--- config.mk ---
export PLATFORM = sky130hd
export DESIGN_NAME = rssm_back
export DESIGN_NICKNAME = d
export VERILOG_FILES = /design/src/design/rms_silence_split_monitor_core_macros.svh /design/src/design/rssm_pkg.sv /design/src/design/rssm_back.sv
export SDC_FILE = /design/constraint.sdc
export NUM_CORES = 2
export LEC_CHECK = 0
export ABC_AREA = 1
export BUFFER_PORTS_ARGS = -buffer_cell sky130_fd_sc_hd__buf_2
export CORE_ASPECT_RATIO = 1.1
export CORE_MARGIN = 2
export CORE_UTILIZATION = 50
export DETAILED_ROUTE_END_ITERATION = 8
export GPL_TIMING_DRIVEN = 1
export PLACE_DENSITY_LB_ADDON = 0.05
export SETUP_SLACK_MARGIN = 0.02
export SLEW_MARGIN = 20
export SYNTH_ARGS = -nofsm -noshare
export SYNTH_HDL_FRONTEND = slang
export SYNTH_SLANG_ARGS = --single-unit
--- constraint.sdc ---
create_clock -name i_clk -period 14.8 [get_ports i_clk]
set_clock_uncertainty 0.2 [all_clocks]
set_input_delay 0.74 -clock i_clk [delete_from_list [all_inputs] [get_ports i_clk]]
set_output_delay 0.74 -clock i_clk [all_outputs]
set_load 0.05 [all_outputs]
--- src/design/rms_silence_split_monitor_core_macros.svh ---
// Assertion macros shared by the silence monitor RTL.
`ifndef RMS_SILENCE_SPLIT_MONITOR_CORE_MACROS_SVH
`define RMS_SILENCE_SPLIT_MONITOR_CORE_MACROS_SVH

// Condition must never hold outside reset.
`define RSSM_ASSERT_NEVER(lbl, cond) \
    lbl: assert property (@(posedge i_clk) disable iff (!i_rst_n) !(cond)) \
        else $error("rssm: forbidden condition seen");

// Antecedent in one cycle forces the consequent in the next, reset included.
`define RSSM_ASSERT_NEXT(lbl, ante, cons) \
    lbl: assert property (@(posedge i_clk) (ante) |=> (cons)) \
        else $error("rssm: next-cycle check failed");

`endif

--- src/design/rssm_pkg.sv ---
// Types and constants of the silence and size monitor.
package rssm_pkg;

    // Fixed field and state widths
    localparam int SUM_W      = 43;
    localparam int FRAMES_W   = 14;
    localparam int CNT32_W    = 32;
    localparam int BYTES_W    = 40;
    localparam int PWR_W      = 31;
    localparam int MS_W       = 22;
    localparam int RATE_W     = 18;
    localparam int SIZE_W     = 16;
    localparam int CFG_DATA_W = 31;
    localparam int CFG_IDX_W  = 3;
    localparam int RESULT_W   = 5;
    localparam int OUT_DATA_W = 8;
    localparam int MIB_SHIFT  = 20;
    localparam int BPS_SHIFT  = 2;  // four bytes per sample
    localparam int MS_MUL_W   = 10;
    localparam int LOUD_MUL_W = 7;
    localparam int SCALED_W   = CNT32_W + MS_MUL_W;
    localparam int LIM_W      = MS_W + RATE_W;
    localparam int LOUD_LIM_W = RATE_W + LOUD_MUL_W;

    localparam logic [SUM_W-1:0]      SUM_MAX     = '1;
    localparam logic [CNT32_W-1:0]    CNT32_MAX   = '1;
    localparam logic [BYTES_W-1:0]    BYTES_MAX   = '1;
    localparam logic [MS_MUL_W-1:0]   MS_PER_SEC  = 10'd1000;
    localparam logic [LOUD_MUL_W-1:0] LOUD_CLEAR_MS = 7'd100;

    // Register reset values
    localparam logic [PWR_W-1:0]  PWR_RESET   = 31'd1074;
    localparam logic [MS_W-1:0]   STOP_RESET  = 22'd10000;
    localparam logic [MS_W-1:0]   SPLIT_RESET = 22'd5000;
    localparam logic [RATE_W-1:0] RATE_RESET  = 18'd48000;

    // Register indexes
    typedef enum logic [CFG_IDX_W-1:0] {
        REG_POWER_THRESHOLD = 3'd0,
        REG_STOP_TIMEOUT    = 3'd1,
        REG_SPLIT_SILENCE   = 3'd2,
        REG_SAMPLE_RATE     = 3'd3,
        REG_WATCH_ENABLE    = 3'd4,
        REG_AUTO_ENABLE     = 3'd5,
        REG_SPLIT_ENABLE    = 3'd6,
        REG_MAX_SIZE        = 3'd7
    } t_cfg_idx;

    // Input opcodes
    localparam logic OP_SAMPLE  = 1'b0;
    localparam logic OP_RESTART = 1'b1;

    typedef struct packed {
        logic [PWR_W-1:0]  power_threshold;
        logic [MS_W-1:0]   stop_timeout_ms;
        logic [MS_W-1:0]   split_silence_ms;
        logic [RATE_W-1:0] sample_rate;
        logic              silence_watch_enable;
        logic              auto_enable;
        logic              split_enable;
        logic [SIZE_W-1:0] max_size_mb;
    } t_cfg;

    // Last field in the lowest bit
    typedef struct packed {
        logic in_silence_episode;
        logic block_silent;
        logic split_on_size;
        logic split_on_silence;
        logic stop_request;
    } t_result;

    // Queue status seen by both sides
    typedef struct packed {
        logic full;
        logic empty;
    } t_q_status;

endpackage

--- src/design/rssm_back.sv ---
// Back end: judges each block, runs the silence episode logic and holds the result.
module rssm_back
    import rssm_pkg::*;
#(
    parameter int CNT_W = 14,
    parameter int REC_W = 72
) (
    input  logic             i_clk,
    input  logic             i_rst_n,
    input  t_cfg             i_cfg,
    input  t_q_status        i_q,
    input  logic [REC_W-1:0] i_rec,
    output logic             o_pop,
    output logic             o_valid,
    input  logic             i_ready,
    output t_result          o_result
);

    localparam int PROD_W = PWR_W + CNT_W;
    localparam int CMP_W  = (SUM_W > PROD_W) ? SUM_W : PROD_W;

    typedef enum logic [4:0] {
        ST_IDLE  = 5'b00001,
        ST_MUL   = 5'b00010,
        ST_ACC   = 5'b00100,
        ST_SCALE = 5'b01000,
        ST_OUT   = 5'b10000
    } t_bstate;

    t_bstate              r_state;
    t_bstate              n_state;

    logic [SUM_W-1:0]     r_sum;
    logic [CNT_W-1:0]     r_n;
    logic [FRAMES_W-1:0]  r_frames;
    logic [PROD_W-1:0]    r_prod;
    logic                 r_silent;
    logic [CNT32_W-1:0]   r_cnt_new;
    logic [SCALED_W-1:0]  r_scaled;
    logic [LIM_W-1:0]     r_stop_lim;
    logic [LIM_W-1:0]     r_split_lim;
    logic [LOUD_LIM_W-1:0] r_loud_lim;

    logic [CNT32_W-1:0]   r_sf;
    logic [CNT32_W-1:0]   r_lf;
    logic                 r_flag;
    logic [BYTES_W-1:0]   r_bytes;
    logic                 r_out_valid;
    t_result              r_out;

    logic [RATE_W-1:0]    rate_eff;
    logic                 rec_restart;
    logic                 below;
    logic [CNT32_W:0]     cnt_sum;
    logic [BYTES_W:0]     bytes_sum;
    logic                 out_free;
    logic                 stop_hit;
    logic                 split_hit;
    logic                 loud_hit;
    logic                 size_hit;

    assign o_valid  = r_out_valid;
    assign o_result = r_out;

    // Config-derived limits: ms >= T is frames*1000 >= T*rate
    always_comb begin
        rate_eff = (i_cfg.sample_rate == '0) ? RATE_W'(1) : i_cfg.sample_rate;
    end

    always_ff @(posedge i_clk) begin
        r_stop_lim  <= LIM_W'(i_cfg.stop_timeout_ms * rate_eff);
        r_split_lim <= LIM_W'(i_cfg.split_silence_ms * rate_eff);
        r_loud_lim  <= LOUD_LIM_W'(rate_eff * LOUD_CLEAR_MS);
    end

    // Sequencer
    always_comb begin
        rec_restart = i_rec[REC_W-1];
        o_pop       = (r_state == ST_IDLE) && !i_q.empty;
        out_free    = !r_out_valid || i_ready;
        below       = CMP_W'(r_sum) < CMP_W'(r_prod);
        cnt_sum     = below ? ({1'b0, r_sf} + (CNT32_W + 1)'(r_frames))
                            : ({1'b0, r_lf} + (CNT32_W + 1)'(r_frames));
        bytes_sum   = {1'b0, r_bytes} + (BYTES_W + 1)'({r_n, BPS_SHIFT'(0)});
        stop_hit    = r_scaled >= SCALED_W'(r_stop_lim);
        split_hit   = r_scaled >= SCALED_W'(r_split_lim);
        loud_hit    = r_scaled >= SCALED_W'(r_loud_lim);
        size_hit    = (i_cfg.max_size_mb != '0)
                   && (r_bytes > BYTES_W'({i_cfg.max_size_mb, MIB_SHIFT'(0)}));
        n_state = r_state;
        unique case (r_state)
            ST_IDLE: begin
                if (o_pop && !rec_restart) begin
                    n_state = ST_MUL;
                end
            end
            ST_MUL:   n_state = ST_ACC;
            ST_ACC:   n_state = ST_SCALE;
            ST_SCALE: n_state = ST_OUT;
            ST_OUT: begin
                if (out_free) begin
                    n_state = ST_IDLE;
                end
            end
            default:  n_state = ST_IDLE;
        endcase
    end

    always_ff @(posedge i_clk) begin
        if (!i_rst_n) begin
            r_state <= ST_IDLE;
        end else begin
            r_state <= n_state;
        end
    end

    // Per-block datapath registers
    always_ff @(posedge i_clk) begin
        if (o_pop) begin
            r_sum    <= i_rec[REC_W-2 -: SUM_W];
            r_n      <= i_rec[FRAMES_W +: CNT_W];
            r_frames <= i_rec[FRAMES_W-1:0];
        end
        if (r_state == ST_MUL) begin
            r_prod <= PROD_W'(i_cfg.power_threshold * r_n);
        end
        if (r_state == ST_ACC) begin
            r_silent  <= i_cfg.silence_watch_enable && below;
            r_cnt_new <= cnt_sum[CNT32_W] ? CNT32_MAX : cnt_sum[CNT32_W-1:0];
        end
        if (r_state == ST_SCALE) begin
            r_scaled <= SCALED_W'(r_cnt_new * MS_PER_SEC);
        end
    end

    // Episode state, byte total and result register
    always_ff @(posedge i_clk) begin
        if (!i_rst_n) begin
            r_sf        <= '0;
            r_lf        <= '0;
            r_flag      <= 1'b0;
            r_bytes     <= '0;
            r_out_valid <= 1'b0;
        end else begin
            if (r_out_valid && i_ready) begin
                r_out_valid <= 1'b0;
            end
            if (o_pop && rec_restart) begin
                r_sf    <= '0;
                r_lf    <= '0;
                r_flag  <= 1'b0;
                r_bytes <= '0;
            end
            if (r_state == ST_ACC) begin
                r_bytes <= bytes_sum[BYTES_W] ? BYTES_MAX : bytes_sum[BYTES_W-1:0];
            end
            if (r_state == ST_OUT && out_free) begin
                r_out_valid             <= 1'b1;
                r_out.stop_request      <= 1'b0;
                r_out.split_on_silence  <= 1'b0;
                r_out.split_on_size     <= size_hit;
                r_out.block_silent      <= r_silent;
                r_out.in_silence_episode <= r_flag;
                if (i_cfg.silence_watch_enable) begin
                    if (r_silent) begin
                        r_sf <= r_cnt_new;
                        r_lf <= '0;
                        if (stop_hit && !r_flag) begin
                            r_flag                   <= 1'b1;
                            r_out.in_silence_episode <= 1'b1;
                            r_out.stop_request       <= i_cfg.auto_enable;
                        end
                        if (i_cfg.split_enable && split_hit) begin
                            r_sf                   <= '0;
                            r_out.split_on_silence <= 1'b1;
                        end
                    end else begin
                        r_lf <= r_cnt_new;
                        if (loud_hit) begin
                            r_sf                     <= '0;
                            r_flag                   <= 1'b0;
                            r_out.in_silence_episode <= 1'b0;
                        end
                    end
                end
            end
        end
    end

endmodule
# [Yosys cells after proc, flatten, opt, wreduce, memory -nomap -nowiden]
# Index checks and enable logic that the tools add are counted.
# Widths: inputs -> output; s select.
[word_totals] regBits=407 input_bits=189 out_inout_bits=7 wordCells=94
[op_classes] add_sub_neg=3 mul=5 order_cmp=5 n_eq_ne=7 mux=31 n_reduce_logical=22
[op_table] op="$mux 32" count=10
[op_table] op="$mux 40" count=3
[op_table] op="$ge 42x40->1" count=2
[op_table] op="$mul 22x18->40" count=2
[op_table] op="$add 32x14->33" count=2
[op_table] op="$lt 43x45->1" count=1
[op_table] op="$mul 31x14->45" count=1
[op_table] op="$ge 42x25->1" count=1
[op_table] op="$add 40x16->41" count=1
[op_table] op="$gt 40x36->1" count=1
[op_table] op="$mul 32x7->39 const B" count=1
[op_table] op="$mux 33" count=1
[op_table] op="$pmux 5 s5" count=1
[op_table] op="$mul 18x5->23 const B" count=1
[op_table] op="$logic_not 18->1" count=1
[op_table] op="$mux 18" count=1
[op_table] op="$reduce_bool 16->1" count=1
[op_table] op="$mux 1" count=13
[op_table] op="$mux 5" count=2
[op_table] op="$logic_and 1x1->1" count=9
[op_table] op="$reduce_and 2->1" count=3
[op_table] op="$eq 5x1->1 const B" count=1
[op_table] op="$eq 5x2->1 const B" count=1
[op_table] op="$eq 5x3->1 const B" count=1
[op_table] op="8 further kinds" count=12

# [Logic depth before layout (Yosys ltp)]
[logic_depth] ltp_word=8 mapped_depth=36 mapped_depth_nobuf=32

# [Worst setup path before layout]
# OpenSTA, ideal clock, no wires.
[synth_timing] kind="input port to flip-flop" start="input port i_cfg[35] (netlist bit)" end="register r_split_lim[38]" setup_ns=0.119 arrival_ns=6.788 t_required_ns=14.481 path_slack_ns=7.693 path_stages=32 path_buffers=3 path_cell_list="clkbuf_1 clkbuf_1 inv_1 ha_1 nor3b_1 nand4_1 nand2_1 inv_2 buf_1 nand2_1 fa_1 fa_1 inv_1 fa_1 fa_1 fa_1 inv_1 fa_1 inv_1 ha_1 a21o_1 a21oi_1 o21ai_0 nand2_1 nand3_1 nand2_1 nand2_1 nand2_1 nand2_1 nand3_1 nand2_1 xor2_1"
[synth_between] elab_chain_cells=3
[synth_rtl] element="from (decl)" line="rssm_back.sv:10" text="input t_cfg i_cfg,"
[synth_rtl] element="$logic_not 18->1" line="rssm_back.sv:67" text="rate_eff = (i_cfg.sample_rate == '0) ? RATE_W'(1) : i_cfg.sample_rate;"
[synth_rtl] element="$mux 18 *" line="rssm_back.sv:67"
[synth_rtl] element="$mul 22x18->40 *" line="rssm_back.sv:72" text="r_split_lim <= LIM_W'(i_cfg.split_silence_ms * rate_eff);"
[synth_rtl] element="to (signal assigned)" line="rssm_back.sv:72"
[synth_rtl] element="to (decl)" line="rssm_back.sv:41" text="logic [LIM_W-1:0] r_split_lim;"
# Every way passes the cells marked *; elsewhere a longest branch is shown, timed or not.
# A chain may end at the register's enable or synchronous reset.

# [Worst setup path after layout]
[layout_timing] start="input port i_cfg[22] (netlist bit)" end="register r_stop_lim[31]"
[layout_between] elab_chain_cells=3
[layout_rtl] element="$logic_not 18->1" line="rssm_back.sv:67"
[layout_rtl] element="$mux 18 *" line="rssm_back.sv:67"
[layout_rtl] element="$mul 22x18->40 *" line="rssm_back.sv:71" text="r_stop_lim <= LIM_W'(i_cfg.stop_timeout_ms * rate_eff);"
[layout_rtl] element="to (signal assigned)" line="rssm_back.sv:71"
[layout_rtl] element="to (decl)" line="rssm_back.sv:40" text="logic [LIM_W-1:0] r_stop_lim;"
# Marked as above.

==> run metrics <==
status=complete, no violations; Post-synth EDFFs=193; synthesized cell area=67190 sq um; Mean Syn Cell Area=8.008 sq um; first-pass GRT wire length=299500 microns; CP peak stage delay=0.78 ns; hold buffers post-CTS=0; delay-heaviest family, CP=adder cells; post-DP HPWL=142600 microns; final antenna-violating net count=0; fin. max-slew vios=0; vias=52.65k; area share of the largest cell type after synthesis=0.3331; Hold Crit Class=input port to flip-flop; share of cells above drive strength 1=0.04679; Setup Total Neg Slack=0 ns; DR WL/cell=17.99 microns; post-layout min period=7.999 ns; htree depth=2; post-route clock period utilization=0.5405; Vias/cell=5.168; Final Hold Viols=0; Initial Util=0.5018; Placed Instance Area=69580 sq um; initial antenna violation count=4; global route total overflow=0; WP buf/inv=6; # placed instances=10.10k; Max-Cap Viols=0; Pre-antenna DRT Iters=5; cts repair resizes=0; relative slew slack=0.2891; Syn. warnings=0; Max Freq=125.0 MHz; port bufs=194; DRC=0; Setup Buffers After CTS=0; Yosys cell types=58; slew at the pin with the worst max-slew slack=1.064 ns; Area growth, synth to finish=5.978%; Num CTS Buffers=48; slowest CP cell=nand2_1; Core Box Area=133900 sq um; Die Area=137300 sq um; commonest non-fill, non-tap cell in the layout=inv_1; CTS tree=built; area leader, netlist=fa_1; main flop type after synthesis=dfxtp_1; Layout Nets=10.33k; clock root buffer=clkbuf_16; crit-path max FO=48; Sink Count=406; WS Path Type=input port to flip-flop; crit start category=input port; GRT Overall Usage=0.2751; fin cells=10.19k; Worst Path Arrival=8.33 ns; Site Rows=141; # IOs=196; Placer Congestion=0.9166; 1st-iter DRT viols=3170; RSZ-0062 raised after global routing=false; final setup vio count=0; #FFs+latches synth=406; top area cells in the synthesized netlist=fa_1 33%, ha_1 12%, inv_1 12%; largest net degree at the start of global routing=62; fraction of registers with async set/reset=0; vias in the first global route=55.35k; CP required=15.13 ns; post-synthesis sequential area ratio=0.1497; Die H=388.5 microns; Reg clk slew, reported paths=0.06 ns; final wirelength=183300 microns; Syn Inst Count=8390; hold slack=0.06250 ns; Skew-Pair Late Insertion Delay=0.65 ns; design area=71200 sq um; Max Buffers Root-to-Sink=3; Die X=353.5 microns; crit path capture type=flip-flop; syn_nets=10.36k; commonest cells after routing, fill and taps aside=2199 x inv_1, 1955 x nand2_1, 1118 x fa_1
## through the flow
stage	util	setup WS [ns]
6_report	0.5318	6.801
5_1_grt	0.5317	6.314
4_1_cts	0.5317	6.796
3_5_place_dp	0.5196	6.092
3_3_place_gp	0.5196	6.148
2_1_floorplan	-	7.693
## cells by family after synthesis
logic type               after synthesis  synth area share
AND/OR/NAND/NOR                     2729            0.1648
buffers and inverters               2532            0.1421
AO/OA/AOI/OAI                        741           0.06069
adder cells (fa/ha/maj)             1780            0.4564
flip-flops                           406            0.1497
XOR/XNOR                             202           0.02633
## path summary, 6_finish.rpt
path                                 from             end  slack [ns]  cells past startpoint
worst min register to register   r_lf[22]        r_lf[22]        0.28                      2
worst max register to register     r_n[7]      r_prod[38]        7.88                     23
worst max-delay path            i_cfg[22]  r_stop_lim[31]        6.80                     27
worst min-delay path             i_rec[7]     r_frames[7]        0.06                      1
## state kept, by name, indices dropped and copies added (netlist names), 32 cells and up
name and count:
r_prod 45, r_split_lim 40, r_bytes 39, r_stop_lim 40, r_lf 32, r_cnt_new 32
r_sf 32, r_scaled 39, r_sum 43
## area by class of cell
cell class,count,area (sq um)
clock inverter,27,297.8
antenna,1,2.502
timing repair buffer,248,1376
sequential,406,10060
tap,1787,2236
clock buffer,63,1329
multi-input combinational,5452,47630
inverter,2203,8270
fill,13020,62700
## cell usage after synthesis, types with 8 or more instances
| cell | instances |
|---|---|
| a21boi_0 | 11 |
| nor4_1 | 30 |
| nand3_1 | 219 |
| a211oi_1 | 8 |
| xor2_1 | 132 |
| buf_1 | 51 |
| edfxtp_1 | 193 |
| o211ai_1 | 13 |
| clkbuf_1 | 264 |
| ha_1 | 662 |
| a31oi_1 | 36 |
| o21ai_0 | 199 |
| o31ai_1 | 8 |
| a21oi_1 | 386 |
| nand4_1 | 59 |
| inv_1 | 2200 |
| nor2_2 | 9 |
| nor3_1 | 45 |
| dfxtp_1 | 213 |
| fa_1 | 1118 |
| nand2_2 | 16 |
| nand2_1 | 1957 |
| o21a_1 | 21 |
| xnor2_1 | 70 |
| buf_2 | 10 |
| a21o_1 | 20 |
| nor2_1 | 353 |
## layer usage
metal	routed length [microns]	global-route usage	share of wire	vias up
met4	5037	0.07056	0.027	2
met2	91260	0.4853	0.50	1311
met3	8098	0.02183	0.044	273
met5	13	0	0.000071	-
met1	78900	0.3654	0.43	26150
li1	-	-	-	24910
Power is left out: the tool's default activity adds up to more than one toggle a clock period on the data nets, which glitch-free logic cannot reach.
