**src/design/rms_silence_split_monitor_core_macros.svh**
```systemverilog
// Assertion macros shared by the silence monitor RTL.
`ifndef RMS_SILENCE_SPLIT_MONITOR_CORE_MACROS_SVH
`define RMS_SILENCE_SPLIT_MONITOR_CORE_MACROS_SVH

// Condition must never hold outside reset.
`define RSSM_ASSERT_NEVER(lbl, cond) \
    lbl: assert property (@(posedge i_clk) disable iff (!i_rst_n) !(cond)) \
        else $error("rssm: forbidden condition seen");

// Antecedent in one cycle forces the consequent in the next, reset included.
`define RSSM_ASSERT_NEXT(lbl, ante, cons) \
    lbl: assert property (@(posedge i_clk) (ante) |=> (cons)) \
        else $error("rssm: next-cycle check failed");

`endif

```
**src/design/rssm_pkg.sv**
```systemverilog
// Types and constants of the silence and size monitor.
package rssm_pkg;

    // Fixed field and state widths
    localparam int SUM_W      = 43;
    localparam int FRAMES_W   = 14;
    localparam int CNT32_W    = 32;
    localparam int BYTES_W    = 40;
    localparam int PWR_W      = 31;
    localparam int MS_W       = 22;
    localparam int RATE_W     = 18;
    localparam int SIZE_W     = 16;
    localparam int CFG_DATA_W = 31;
    localparam int CFG_IDX_W  = 3;
    localparam int RESULT_W   = 5;
    localparam int OUT_DATA_W = 8;
    localparam int MIB_SHIFT  = 20;
    localparam int BPS_SHIFT  = 2;  // four bytes per sample
    localparam int MS_MUL_W   = 10;
    localparam int LOUD_MUL_W = 7;
    localparam int SCALED_W   = CNT32_W + MS_MUL_W;
    localparam int LIM_W      = MS_W + RATE_W;
    localparam int LOUD_LIM_W = RATE_W + LOUD_MUL_W;

    localparam logic [SUM_W-1:0]      SUM_MAX     = '1;
    localparam logic [CNT32_W-1:0]    CNT32_MAX   = '1;
    localparam logic [BYTES_W-1:0]    BYTES_MAX   = '1;
    localparam logic [MS_MUL_W-1:0]   MS_PER_SEC  = 10'd1000;
    localparam logic [LOUD_MUL_W-1:0] LOUD_CLEAR_MS = 7'd100;

    // Register reset values
    localparam logic [PWR_W-1:0]  PWR_RESET   = 31'd1074;
    localparam logic [MS_W-1:0]   STOP_RESET  = 22'd10000;
    localparam logic [MS_W-1:0]   SPLIT_RESET = 22'd5000;
    localparam logic [RATE_W-1:0] RATE_RESET  = 18'd48000;

    // Register indexes
    typedef enum logic [CFG_IDX_W-1:0] {
        REG_POWER_THRESHOLD = 3'd0,
        REG_STOP_TIMEOUT    = 3'd1,
        REG_SPLIT_SILENCE   = 3'd2,
        REG_SAMPLE_RATE     = 3'd3,
        REG_WATCH_ENABLE    = 3'd4,
        REG_AUTO_ENABLE     = 3'd5,
        REG_SPLIT_ENABLE    = 3'd6,
        REG_MAX_SIZE        = 3'd7
    } t_cfg_idx;

    // Input opcodes
    localparam logic OP_SAMPLE  = 1'b0;
    localparam logic OP_RESTART = 1'b1;

    typedef struct packed {
        logic [PWR_W-1:0]  power_threshold;
        logic [MS_W-1:0]   stop_timeout_ms;
        logic [MS_W-1:0]   split_silence_ms;
        logic [RATE_W-1:0] sample_rate;
        logic              silence_watch_enable;
        logic              auto_enable;
        logic              split_enable;
        logic [SIZE_W-1:0] max_size_mb;
    } t_cfg;

    // Last field in the lowest bit
    typedef struct packed {
        logic in_silence_episode;
        logic block_silent;
        logic split_on_size;
        logic split_on_silence;
        logic stop_request;
    } t_result;

    // Queue status seen by both sides
    typedef struct packed {
        logic full;
        logic empty;
    } t_q_status;

endpackage

```
**src/design/rssm_front.sv**
```systemverilog
// Front end: squares samples, accumulates blocks, queues block and restart records.
module rssm_front
    import rssm_pkg::*;
#(
    parameter int SAMPLE_BITS       = 16,
    parameter int MAX_BLOCK_SAMPLES = 8192,
    parameter int CNT_W             = 14,
    parameter int REC_W             = 72
) (
    input  logic                   i_clk,
    input  logic                   i_rst_n,
    input  logic                   i_valid,
    output logic                   o_ready,
    input  logic                   i_opcode,
    input  logic [SAMPLE_BITS-1:0] i_sample,
    input  logic                   i_last,
    input  logic [FRAMES_W-1:0]    i_frames,
    input  t_q_status              i_q,
    output logic                   o_push,
    output logic [REC_W-1:0]       o_rec
);

    localparam int SQ_W  = 2 * SAMPLE_BITS;
    localparam int ACC_W = ((SUM_W > SQ_W) ? SUM_W : SQ_W) + 1;

    logic                   r_s1_valid;
    logic                   r_s1_op;
    logic                   r_s1_last;
    logic [FRAMES_W-1:0]    r_s1_frames;
    logic [SQ_W-1:0]        r_s1_sq;
    logic [SUM_W-1:0]       r_sum;
    logic [CNT_W-1:0]       r_cnt;

    logic [SAMPLE_BITS-1:0] mag;
    logic                   s1_push;
    logic                   s1_go;
    logic                   take;
    logic [ACC_W-1:0]       acc_ext;
    logic [SUM_W-1:0]       acc_sat;
    logic [CNT_W-1:0]       cnt_inc;

    // Magnitude of the sample; the most negative code maps to 2^(bits-1)
    always_comb begin
        mag = i_sample[SAMPLE_BITS-1] ? SAMPLE_BITS'(~i_sample + 1'b1) : i_sample;
    end

    // Advance stage one when it is empty or its item can leave
    always_comb begin
        s1_push = r_s1_op | r_s1_last;
        s1_go   = r_s1_valid && (!s1_push || !i_q.full);
        o_ready = !r_s1_valid || s1_go;
        take    = i_valid && o_ready;
    end

    // Saturating accumulate of square and sample count
    always_comb begin
        acc_ext = ACC_W'(r_sum) + ACC_W'(r_s1_sq);
        acc_sat = (acc_ext > ACC_W'(SUM_MAX)) ? SUM_MAX : SUM_W'(acc_ext);
        cnt_inc = (r_cnt < CNT_W'(MAX_BLOCK_SAMPLES)) ? r_cnt + 1'b1 : r_cnt;
    end

    // Push a record at a block end or a restart
    always_comb begin
        o_push = s1_go && s1_push;
        if (r_s1_op == OP_RESTART) begin
            o_rec = {1'b1, {(REC_W-1){1'b0}}};
        end else begin
            o_rec = {1'b0, acc_sat, cnt_inc, r_s1_frames};
        end
    end

    // Stage one control
    always_ff @(posedge i_clk) begin
        if (!i_rst_n) begin
            r_s1_valid <= 1'b0;
        end else if (take) begin
            r_s1_valid <= 1'b1;
        end else if (s1_go) begin
            r_s1_valid <= 1'b0;
        end
    end

    // Stage one payload: register the square
    always_ff @(posedge i_clk) begin
        if (take) begin
            r_s1_op     <= i_opcode;
            r_s1_last   <= i_last;
            r_s1_frames <= i_frames;
            r_s1_sq     <= SQ_W'(mag * mag);
        end
    end

    // Block accumulator
    always_ff @(posedge i_clk) begin
        if (!i_rst_n) begin
            r_sum <= '0;
            r_cnt <= '0;
        end else if (s1_go) begin
            if (s1_push) begin
                r_sum <= '0;
                r_cnt <= '0;
            end else begin
                r_sum <= acc_sat;
                r_cnt <= cnt_inc;
            end
        end
    end

endmodule

```
**config.mk**
```make
export PLATFORM = sky130hd
export DESIGN_NAME = rssm_front
export DESIGN_NICKNAME = d
export VERILOG_FILES = /design/src/design/rms_silence_split_monitor_core_macros.svh /design/src/design/rssm_pkg.sv /design/src/design/rssm_front.sv
export SDC_FILE = /design/constraint.sdc
export NUM_CORES = 1
export LEC_CHECK = 0
export BUFFER_PORTS_ARGS = -buffer_cell sky130_fd_sc_hd__buf_2
export CORE_MARGIN = 4
export CORE_UTILIZATION = 45
export CTS_BUF_LIST = sky130_fd_sc_hd__clkbuf_2
export CTS_CLUSTER_DIAMETER = 120
export DETAILED_ROUTE_END_ITERATION = 10
export GPL_ROUTABILITY_DRIVEN = 0
export GPL_TIMING_DRIVEN = 0
export SLEW_MARGIN = 25
export SYNTH_ARGS = -nofsm -noshare
export SYNTH_HDL_FRONTEND = slang
export SYNTH_SLANG_ARGS = --single-unit
```
**constraint.sdc**
```tcl
create_clock -name i_clk -period 25.7 [get_ports i_clk]
set_input_delay 5.14 -clock i_clk [delete_from_list [all_inputs] [get_ports i_clk]]
set_output_delay 5.14 -clock i_clk [all_outputs]
set_load 0.1 [all_outputs]
```
# Word-level counts from Yosys, hierarchy flattened
# Cells that the tools add are included.
[word_totals]
register_bits = 106
output_inout_bits = 74
elab_cells = 32
input_bits = 37
[classes]
n_mux = 8
add_sub_neg = 3
n_reduce_logical = 9
order_cmp = 2
n_bitwise = 2
multipliers = 1
[op_table]
columns = ["op", "count"]
rows = [
  ["43-bit two-way mux", 2],
  ["72-bit two-way mux", 1],
  ["43-bit by 32-bit adder with 44-bit output", 1],
  ["44-bit by 43-bit > comparator with 1-bit output, second input constant", 1],
  ["16-bit by 16-bit multiplier with 32-bit output", 1],
  ["14-bit two-way mux", 2],
  ["16-bit by 1-bit adder with 16-bit output, second input constant", 1],
  ["16-bit two-way mux", 1],
  ["16-bit NOT", 1],
  ["14-bit by 1-bit adder with 14-bit output, second input constant", 1],
  ["14-bit less-than comparator, second input constant", 1],
  ["1-bit logical AND", 3],
  ["1-bit zero test", 3],
  ["1-bit logical OR", 2],
  ["1-bit two-way mux", 2],
  ["2-bit nonzero test", 1],
  ["1-bit OR", 1],
]

# Depth between registers and ports, before layout
# Gate-level depths: netlist of run 1.
[depth]
word_depth = 7
mapped_depth = 31
mapped_depth_nobuf = 30

# Worst setup path before layout of run 1
# Ideal clock, no wire load.
[synth_timing]
path_type = "input port to flip-flop"
startpoint = "in i_sample[0]"
endpoint = "reg r_s1_sq[31] (data pin)"
n_path_buf = 1
path_stages = 28
slack_ns = 12.957
required_time_ns = 25.440
t_arrival_ns = 12.483
cell_sequence = "clkinv_1 -> clkbuf_1 -> ha_1 -> nand3b_1 -> or2_2 -> o41ai_1 -> xor2_1 -> clkinv_1 -> nand2_1 -> fa_1 -> inv_1 -> fa_1 -> fa_1 -> fa_1 -> fa_1 -> inv_1 -> fa_1 -> inv_1 -> ha_1 -> a21o_1 -> a211o_1 -> nor3_1 -> a21oi_1 -> a31o_2 -> a2111o_1 -> a21oi_1 -> o21bai_1 -> xnor2_1"
[synth_via]
elab_chain_cells = 4
[synth_rtl]
columns = ["item", "line", "source"]
rows = [
  ["from (decl)", "rssm_front.sv:15", "input logic [SAMPLE_BITS-1:0] i_sample,"],
  ["16-bit NOT", "rssm_front.sv:44", "mag = i_sample[SAMPLE_BITS-1] ? SAMPLE_BITS'(~i_sample + 1'b1) : i_sample;"],
  ["16-bit by 1-bit adder with 16-bit output", "rssm_front.sv:44", ""],
  ["16-bit two-way mux *", "rssm_front.sv:44", ""],
  ["16-bit by 16-bit multiplier with 32-bit output *", "rssm_front.sv:89", "r_s1_sq <= SQ_W'(mag * mag);"],
  ["to (signal assigned)", "rssm_front.sv:89", ""],
  ["to (decl)", "rssm_front.sv:30", "logic [SQ_W-1:0] r_s1_sq;"],
]
# Every way passes the cells marked *; elsewhere a longest branch is shown, timed or not.
# A chain may end at the register's enable or synchronous reset.

# Final worst setup path of run 1
[layout_timing]
startpoint = "in i_sample[0]"
endpoint = "reg r_s1_sq[30] (data pin)"
# The elaborated chain is that of the path after synthesis.

==> results of run 1 <==
[routing by layer]
layer / track usage [%] / up-vias / routed length [µm]
li1: - / 5604 / -
met1: 29.0 / 5522 / 16200
met2: 36.0 / 250 / 16600
met3: 1.82 / 48 / 1410
met4: 5.27 / 0 / 772
met5: 0 / - / 0
[final cells by class]
cell class	instances	area (µm²)	area share (%)
Buffer	65	275	1.82
Timing Repair Buffer	110	596	3.94
Antenna cell	1	2.50	0.0166
Inverter	283	1060	7.03
Multi-Input combinational cell	1198	9990	66.1
Tap cell	390	488	3.23
Clock buffer	11	55.1	0.365
Sequential cell	105	2570	17.0
Clock inverter	5	63.8	0.423
[worst reg2reg max path, delay by kind of cell (launching register included)]
kind,cells,cell delay [ns]
DFF,1,0.43
and+or+nand+nor,3,0.92
AOI/OAI and AO/OA,6,1.74
adders and majority gates,1,0.28
buffers and inverters,1,0.29
[stage by stage]
| stage | worst slack (ns) | instance area, µm² | cells | util (%) |
|---|---|---|---|---|
| global placement | 10.85 | 14900 | 2149 | 49.7 |
| finish | 11.57 | 15100 | 2168 | 50.4 |
| global route | 11.00 | 15100 | 2168 | 50.4 |
| CTS | 11.52 | 15100 | 2167 | 50.4 |
| floorplan | 12.96 | 13900 | 1651 | - |
| detailed placement | 10.83 | 15000 | 2151 | 50.0 |
[flip-flops by register name, summed over array words and instances, names as in the netlist]
register	flops
r_sum	43
r_s1_sq	31
r_cnt	14
r_s1_frames	14
r_s1_last	1
r_s1_op	1
r_s1_valid	1
[cell families after synthesis]
kind of cell	count (synthesis)	share of synthesized area, %
xor+xnor	90	5.70
fa+ha+maj	293	35.4
other cells	2	0.0543
compound gates	330	15.3
simple gates	474	15.3
buf+inv	348	9.66
flops	105	18.6
[cell usage in the layout (no fill, tap or decap), types with 15 or more instances in the layout]
cell,n
inv_1,276
nor2_1,169
fa_1,165
nand2_1,163
ha_1,128
buf_2,118
a21oi_1,92
dfxtp_1,58
xnor2_1,56
o21ai_0,56
clkbuf_1,50
edfxtp_1,47
xor2_1,33
o21ai_1,29
a21o_1,29
nor2b_1,23
nor3_1,21
nand3_1,21
and3_1,16
a21boi_1,16
o21a_1,15
[how the worst max path moves through the flow]
stage,start,to,cells past startpoint
after floorplan,i_sample[0],r_s1_sq[31]$_DFFE_PP_,28
after global placement,i_sample[0],r_s1_sq[30]$_DFFE_PP_,31
after detailed placement,i_sample[0],r_s1_sq[30]$_DFFE_PP_,31
after CTS,i_sample[0],r_s1_sq[30]$_DFFE_PP_,31
after global routing,i_sample[0],r_s1_sq[30]$_DFFE_PP_,31
final,i_sample[0],r_s1_sq[30]$_DFFE_PP_,31
==> flow_metrics.tcl, run 1 <==
set metrics [dict create \
    status "finished clean" \
    layout.nets 2102 \
    worstHoldStart "r_sum[17]$_SDFFE_PN0P_" \
    fill_cells 2974 \
    via_per_inst 5.27 \
    setup.worst_path.end_class "register" \
    post-route-min-period_ns 14.13 \
    synth-edff-count 47 \
    setup_violations 0 \
    drv_cap 0 \
    worstMarginPinSlew_ns 1.06 \
    die-area_mm2 0.0336 \
    synth_top_cell_area_share_pct 23.9 \
    crit_required_ns 26.09 \
    rr_startpoint "r_s1_sq[16]$_DFFE_PP_" \
    antenna_found_initial 1 \
    fp.dieW_um 183 \
    grt_first_pass_wirelength_mm 57.9 \
    final_max_slew_viol_count 0 \
    dr.pass1.iters 5 \
    fmax_mhz 70.8 \
    cpMostUsedCell "fa_1" \
    syn_area_mm2 0.0138 \
    pin_count 111 \
    ant_nets 0 \
    critPathTopFamily "adder cells" \
    layout-drive-gt1-share_pct 9.17 \
    avgSynthCellArea_um2 8.43 \
    yosys-top-cells-area "fa_1 24%, ha_1 12%, edfxtp_1 10%" \
    rows 63 \
    grtUsageTotal_pct 21.0 \
    rsz0062_at_grt "false" \
    fin_tns_setup_ns 0 \
    rr_worst_depth 11 \
    grt_pass1_vias 11300 \
    drt-initial-drc-count 543 \
    cts-root-buf "clkbuf_2" \
    numCtsBuffers 9 \
    slowest_stage "xor2_1" \
    clkTransAtPathRegs_ns 0.26 \
    crit_buf_inv 9 \
    syn2layout_area_growth_pct 9.11 \
    hold_path_depth 2 \
    cts_sinks 105 \
    min_to "r_sum[17]$_SDFFE_PN0P_" \
    dr_total_vias 11400 \
    drc 0 \
    relSlewSlack_pct 28.6 \
    yosysMostFrequentCell "inv_1" \
    core_mm2 0.0300 \
    finalHoldViolations 0 \
    synthCells 1642 \
    holdWs_ns 0.473 \
    h-tree-depth 3 \
    synth_cell_types 74 \
    yosys_warnings 0 \
    synth_top_area_cell "fa_1" \
    synthArstFlopShare_pct 0 \
    startpoint_type "primary input" \
    timing.rr.end "r_sum[38]$_SDFFE_PN0P_" \
    cp_max_fo 10 \
    cts_max_path_buffers 2 \
    ys.flop_type "dfxtp_1" \
    r2r_setup_slack_ns 22.03 \
    critPathKind "primary input to register" \
    overflow 0 \
    wl_per_cell_um 16.2 \
    finalCritPeriodShare_pct 55.0 \
    hold_buffers 0 \
    post_cts.repair.setup_buffers 0 \
    clk_latency_ns 0.62 \
    initial_core_util_pct 46.2 \
    skew_ns 0.0541 \
    cts_tree "yes" \
    hold_class "register to register" \
    hpwl_mm 29.1 \
    worstPathArrival_ns 14.52 \
    die_h_um 183 \
    postCtsResizedCells 0 \
    synth_commonest_cells "276 x inv_1, 169 x nor2_1, 165 x fa_1" \
    grt_max_degree 23 \
    slowest_delay_ns 0.76 \
    ys_ff_latch 105 \
    yosysSeqAreaShare_pct 18.6 \
    wirelength_mm 35.0 \
    port_buffers 108 \
]
Power of run 1 is left out: the tool's default activity adds up to more than one toggle a clock period on the data nets, which glitch-free logic cannot reach.
==> inputs of run 2 (changes only) <==
- ABC_AREA: not set -> 1
- clock period: 25.7 -> 13 ns (I/O delays scaled with it)
==> run 2 against run 1 <==
Net effect: critical path depth rose by 2; utilization decreased by 0.85 points; sequential share of layout area decreased by 1.1 points.
==> flow_metrics.tcl, run 2 <==
set metrics [dict create \
    worstMarginPinSlew_ns 1.01 \
    grt_first_pass_wirelength_mm 66.7 \
    final_common_cell "nand2_1" \
    ys.flop_type "dfxtp_1" \
    syn_area_mm2 0.0149 \
    grt_max_degree 48 \
    layout-drive-gt1-share_pct 8.67 \
    fmax_mhz 98.8 \
    cp_max_fo 10 \
    synth_cell_types 53 \
    crit_buf_inv 9 \
    drc 0 \
    avgSynthCellArea_um2 7.22 \
    dr_total_vias 13300 \
    yosys-top-cells-area "fa_1 22%, nand2_1 13%, inv_1 11%" \
    die-area_mm2 0.0362 \
    yosys_warnings 0 \
    rsz0062_at_grt "false" \
    relSlewSlack_pct 32.6 \
    hold_buffers 0 \
    fp.dieW_um 190 \
    via_per_inst 5.04 \
    drv_cap 0 \
    antenna_found_initial 1 \
    initial_core_util_pct 45.8 \
    die_h_um 190 \
    status "finished clean" \
    critPathKind "primary input to register" \
    cts_sinks 105 \
    worstHoldStart "r_sum[12]$_SDFFE_PN0P_" \
    slowest_stage "fa_1" \
    post-route-min-period_ns 10.12 \
    p_leak_nw 8.53 \
    core_mm2 0.0326 \
    rr_startpoint "r_s1_sq[6]$_DFFE_PP_" \
    synth_top_cell_area_share_pct 22.1 \
    h-tree-depth 3 \
    cts-root-buf "clkbuf_2" \
    hpwl_mm 34.4 \
    yosysMostFrequentCell "nand2_1" \
    cts_max_path_buffers 2 \
    post_cts.repair.setup_buffers 0 \
    dr.pass1.iters 5 \
    overflow 0 \
    timing.rr.end "r_sum[9]$_SDFFE_PN0P_" \
    hold_class "register to register" \
    yosysSeqAreaShare_pct 17.2 \
    clk_latency_ns 0.66 \
    finalCritPeriodShare_pct 77.9 \
    top_register "r_sum" \
    postCtsResizedCells 0 \
    synth-edff-count 47 \
    ys_ff_latch 105 \
    wl_per_cell_um 15.3 \
    syn2layout_area_growth_pct 8.28 \
    fin_tns_setup_ns 0 \
    final_max_slew_viol_count 0 \
    drt-initial-drc-count 746 \
    synthCells 2069 \
    port_buffers 109 \
    critPathTopFamily "adder cells" \
    hold_path_depth 2 \
    reg_top3 "r_sum x43, r_s1_sq x31" \
    numCtsBuffers 9 \
    grt_pass1_vias 13400 \
    r2r_setup_slack_ns 10.42 \
    p_total_mw 4.58 \
    crit_required_ns 13.46 \
    cts_tree "yes" \
    worstPathArrival_ns 10.58 \
    rows 66 \
    cellPowerDensity_mw_per_mm2 283 \
    synth_top_area_cell "fa_1" \
    synth_commonest_cells "527 x nand2_1, 434 x inv_1, 194 x nor2_1" \
    rr_worst_depth 14 \
    peakVddDrop_mv 0.237 \
    clkTransAtPathRegs_ns 0.29 \
    ant_nets 0 \
    finalHoldViolations 0 \
    wirelength_mm 40.5 \
    layout.nets 2528 \
    cpMostUsedCell "fa_1" \
    setup_violations 0 \
    grtUsageTotal_pct 22.8 \
    largest_register_ffs 43 \
    final_cell_mix "527 x nand2_1, 433 x inv_1, 194 x nor2_1" \
    startpoint_type "primary input" \
    min_to "r_sum[12]$_SDFFE_PN0P_" \
    setup.worst_path.end_class "register" \
    slowest_delay_ns 0.55 \
    synthArstFlopShare_pct 0 \
    skew_ns 0.0456 \
    pin_count 111 \
]
-- run 2: cell count changes after synthesis, moves of 16 or more --
cell,delta
clkbuf_1,-23
nand3_1,+41
a21o_1,-23
inv_1,+158
a21boi_1,-16
o21ai_1,-28
nor2b_1,-23
o21ai_0,-19
nor2_1,+25
nand2_1,+364
a21oi_1,+66
xnor2_1,-20
-- run 2: cells by family (layout without fill, tap and decap cells) --
family	Yosys count	after routing	synth area share, %
and+or+nand+nor	873	873	24.4
buffers and inverters	489	614	12.7
adders and majority gates	293	293	32.8
AOI/OAI and AO/OA	239	239	8.75
DFF	105	105	17.2
xor gates and xnor gates	67	67	3.98
other	2	12	0.0503
muxes	1	1	0.0670
-- run 2: area by class of cell --
class                           instances  area [µm²]
Sequential cell                       105        2570
Clock inverter                          7        53.8
Inverter                              441        1660
Tap cell                              442         553
Antenna cell                            1        2.50
Multi-Input combinational cell       1484       10500
Fill cell                            3345       16500
Clock buffer                            9        45.0
Buffer                                 48         235
Timing Repair Buffer                  109         546
-- run 2: worst max path at each step --
| stage | startpoint | to | slack [ns] | depth (start not counted) |
|---|---|---|---|---|
| floorplan | i_sample[0] | r_s1_sq[30]$_DFFE_PP_ | 3.79 | 33 |
| global placement | i_sample[0] | r_s1_sq[27]$_DFFE_PP_ | 2.25 | 33 |
| detailed placement | i_sample[0] | r_s1_sq[27]$_DFFE_PP_ | 2.23 | 33 |
| CTS | i_sample[0] | r_s1_sq[27]$_DFFE_PP_ | 2.98 | 33 |
| global route | i_sample[0] | r_s1_sq[27]$_DFFE_PP_ | 2.47 | 33 |
| finish | i_sample[0] | r_s1_sq[27]$_DFFE_PP_ | 2.88 | 33 |
-- run 2: through the flow --
stage                     setup WS, ns  cells  cell area, µm²  utilization [%]  hold slack (ns)
final                             2.88   2646           16200             49.6            0.488
after global routing              2.47   2646           16200             49.6            0.504
after CTS                         2.98   2645           16200             49.6            0.491
after detailed placement          2.23   2629           16100             49.3            0.462
after global placement            2.25   2629           16100             49.2            0.452
after floorplan                   3.79   2078           15000                -            0.444
-- run 2: power by group --
group / leakage (nW) / switching [mW] / internal (mW)
registers: 0.927 / 0.0206 / 0.563
logic: 7.54 / 2.52 / 1.33
clock network: 0.0639 / 0.120 / 0.0279
total: 8.53 / 2.66 / 1.92
-- run 2: routing by layer --
layer | wire length [µm] | vias to the layer above | part of all wire [%] | track usage (%)
met5 | 0 | - | 0 | 0
met4 | 1000 | 0 | 2.5 | 6.66
met3 | 1890 | 55 | 4.7 | 2.02
met2 | 19800 | 335 | 49 | 40.5
met1 | 17800 | 6337 | 44 | 29.7
li1 | - | 6609 | - | -
-- run 2: worst register-to-register path: stages (launching register included) --
cell	delay (ns)
edfxtp_1	0.44
ha_1	0.38
nand2_1	0.16
inv_1	0.06
a21oi_1	0.22
nand2_2	0.14
nand2_1	0.10
nand3_2	0.15
nand2_2	0.13
nand2_2	0.07
nand2_4	0.17
buf_6	0.20
nand2_1	0.10
nand2_1	0.08
a21oi_1	0.06
Power figures use the tool's default switching activity.
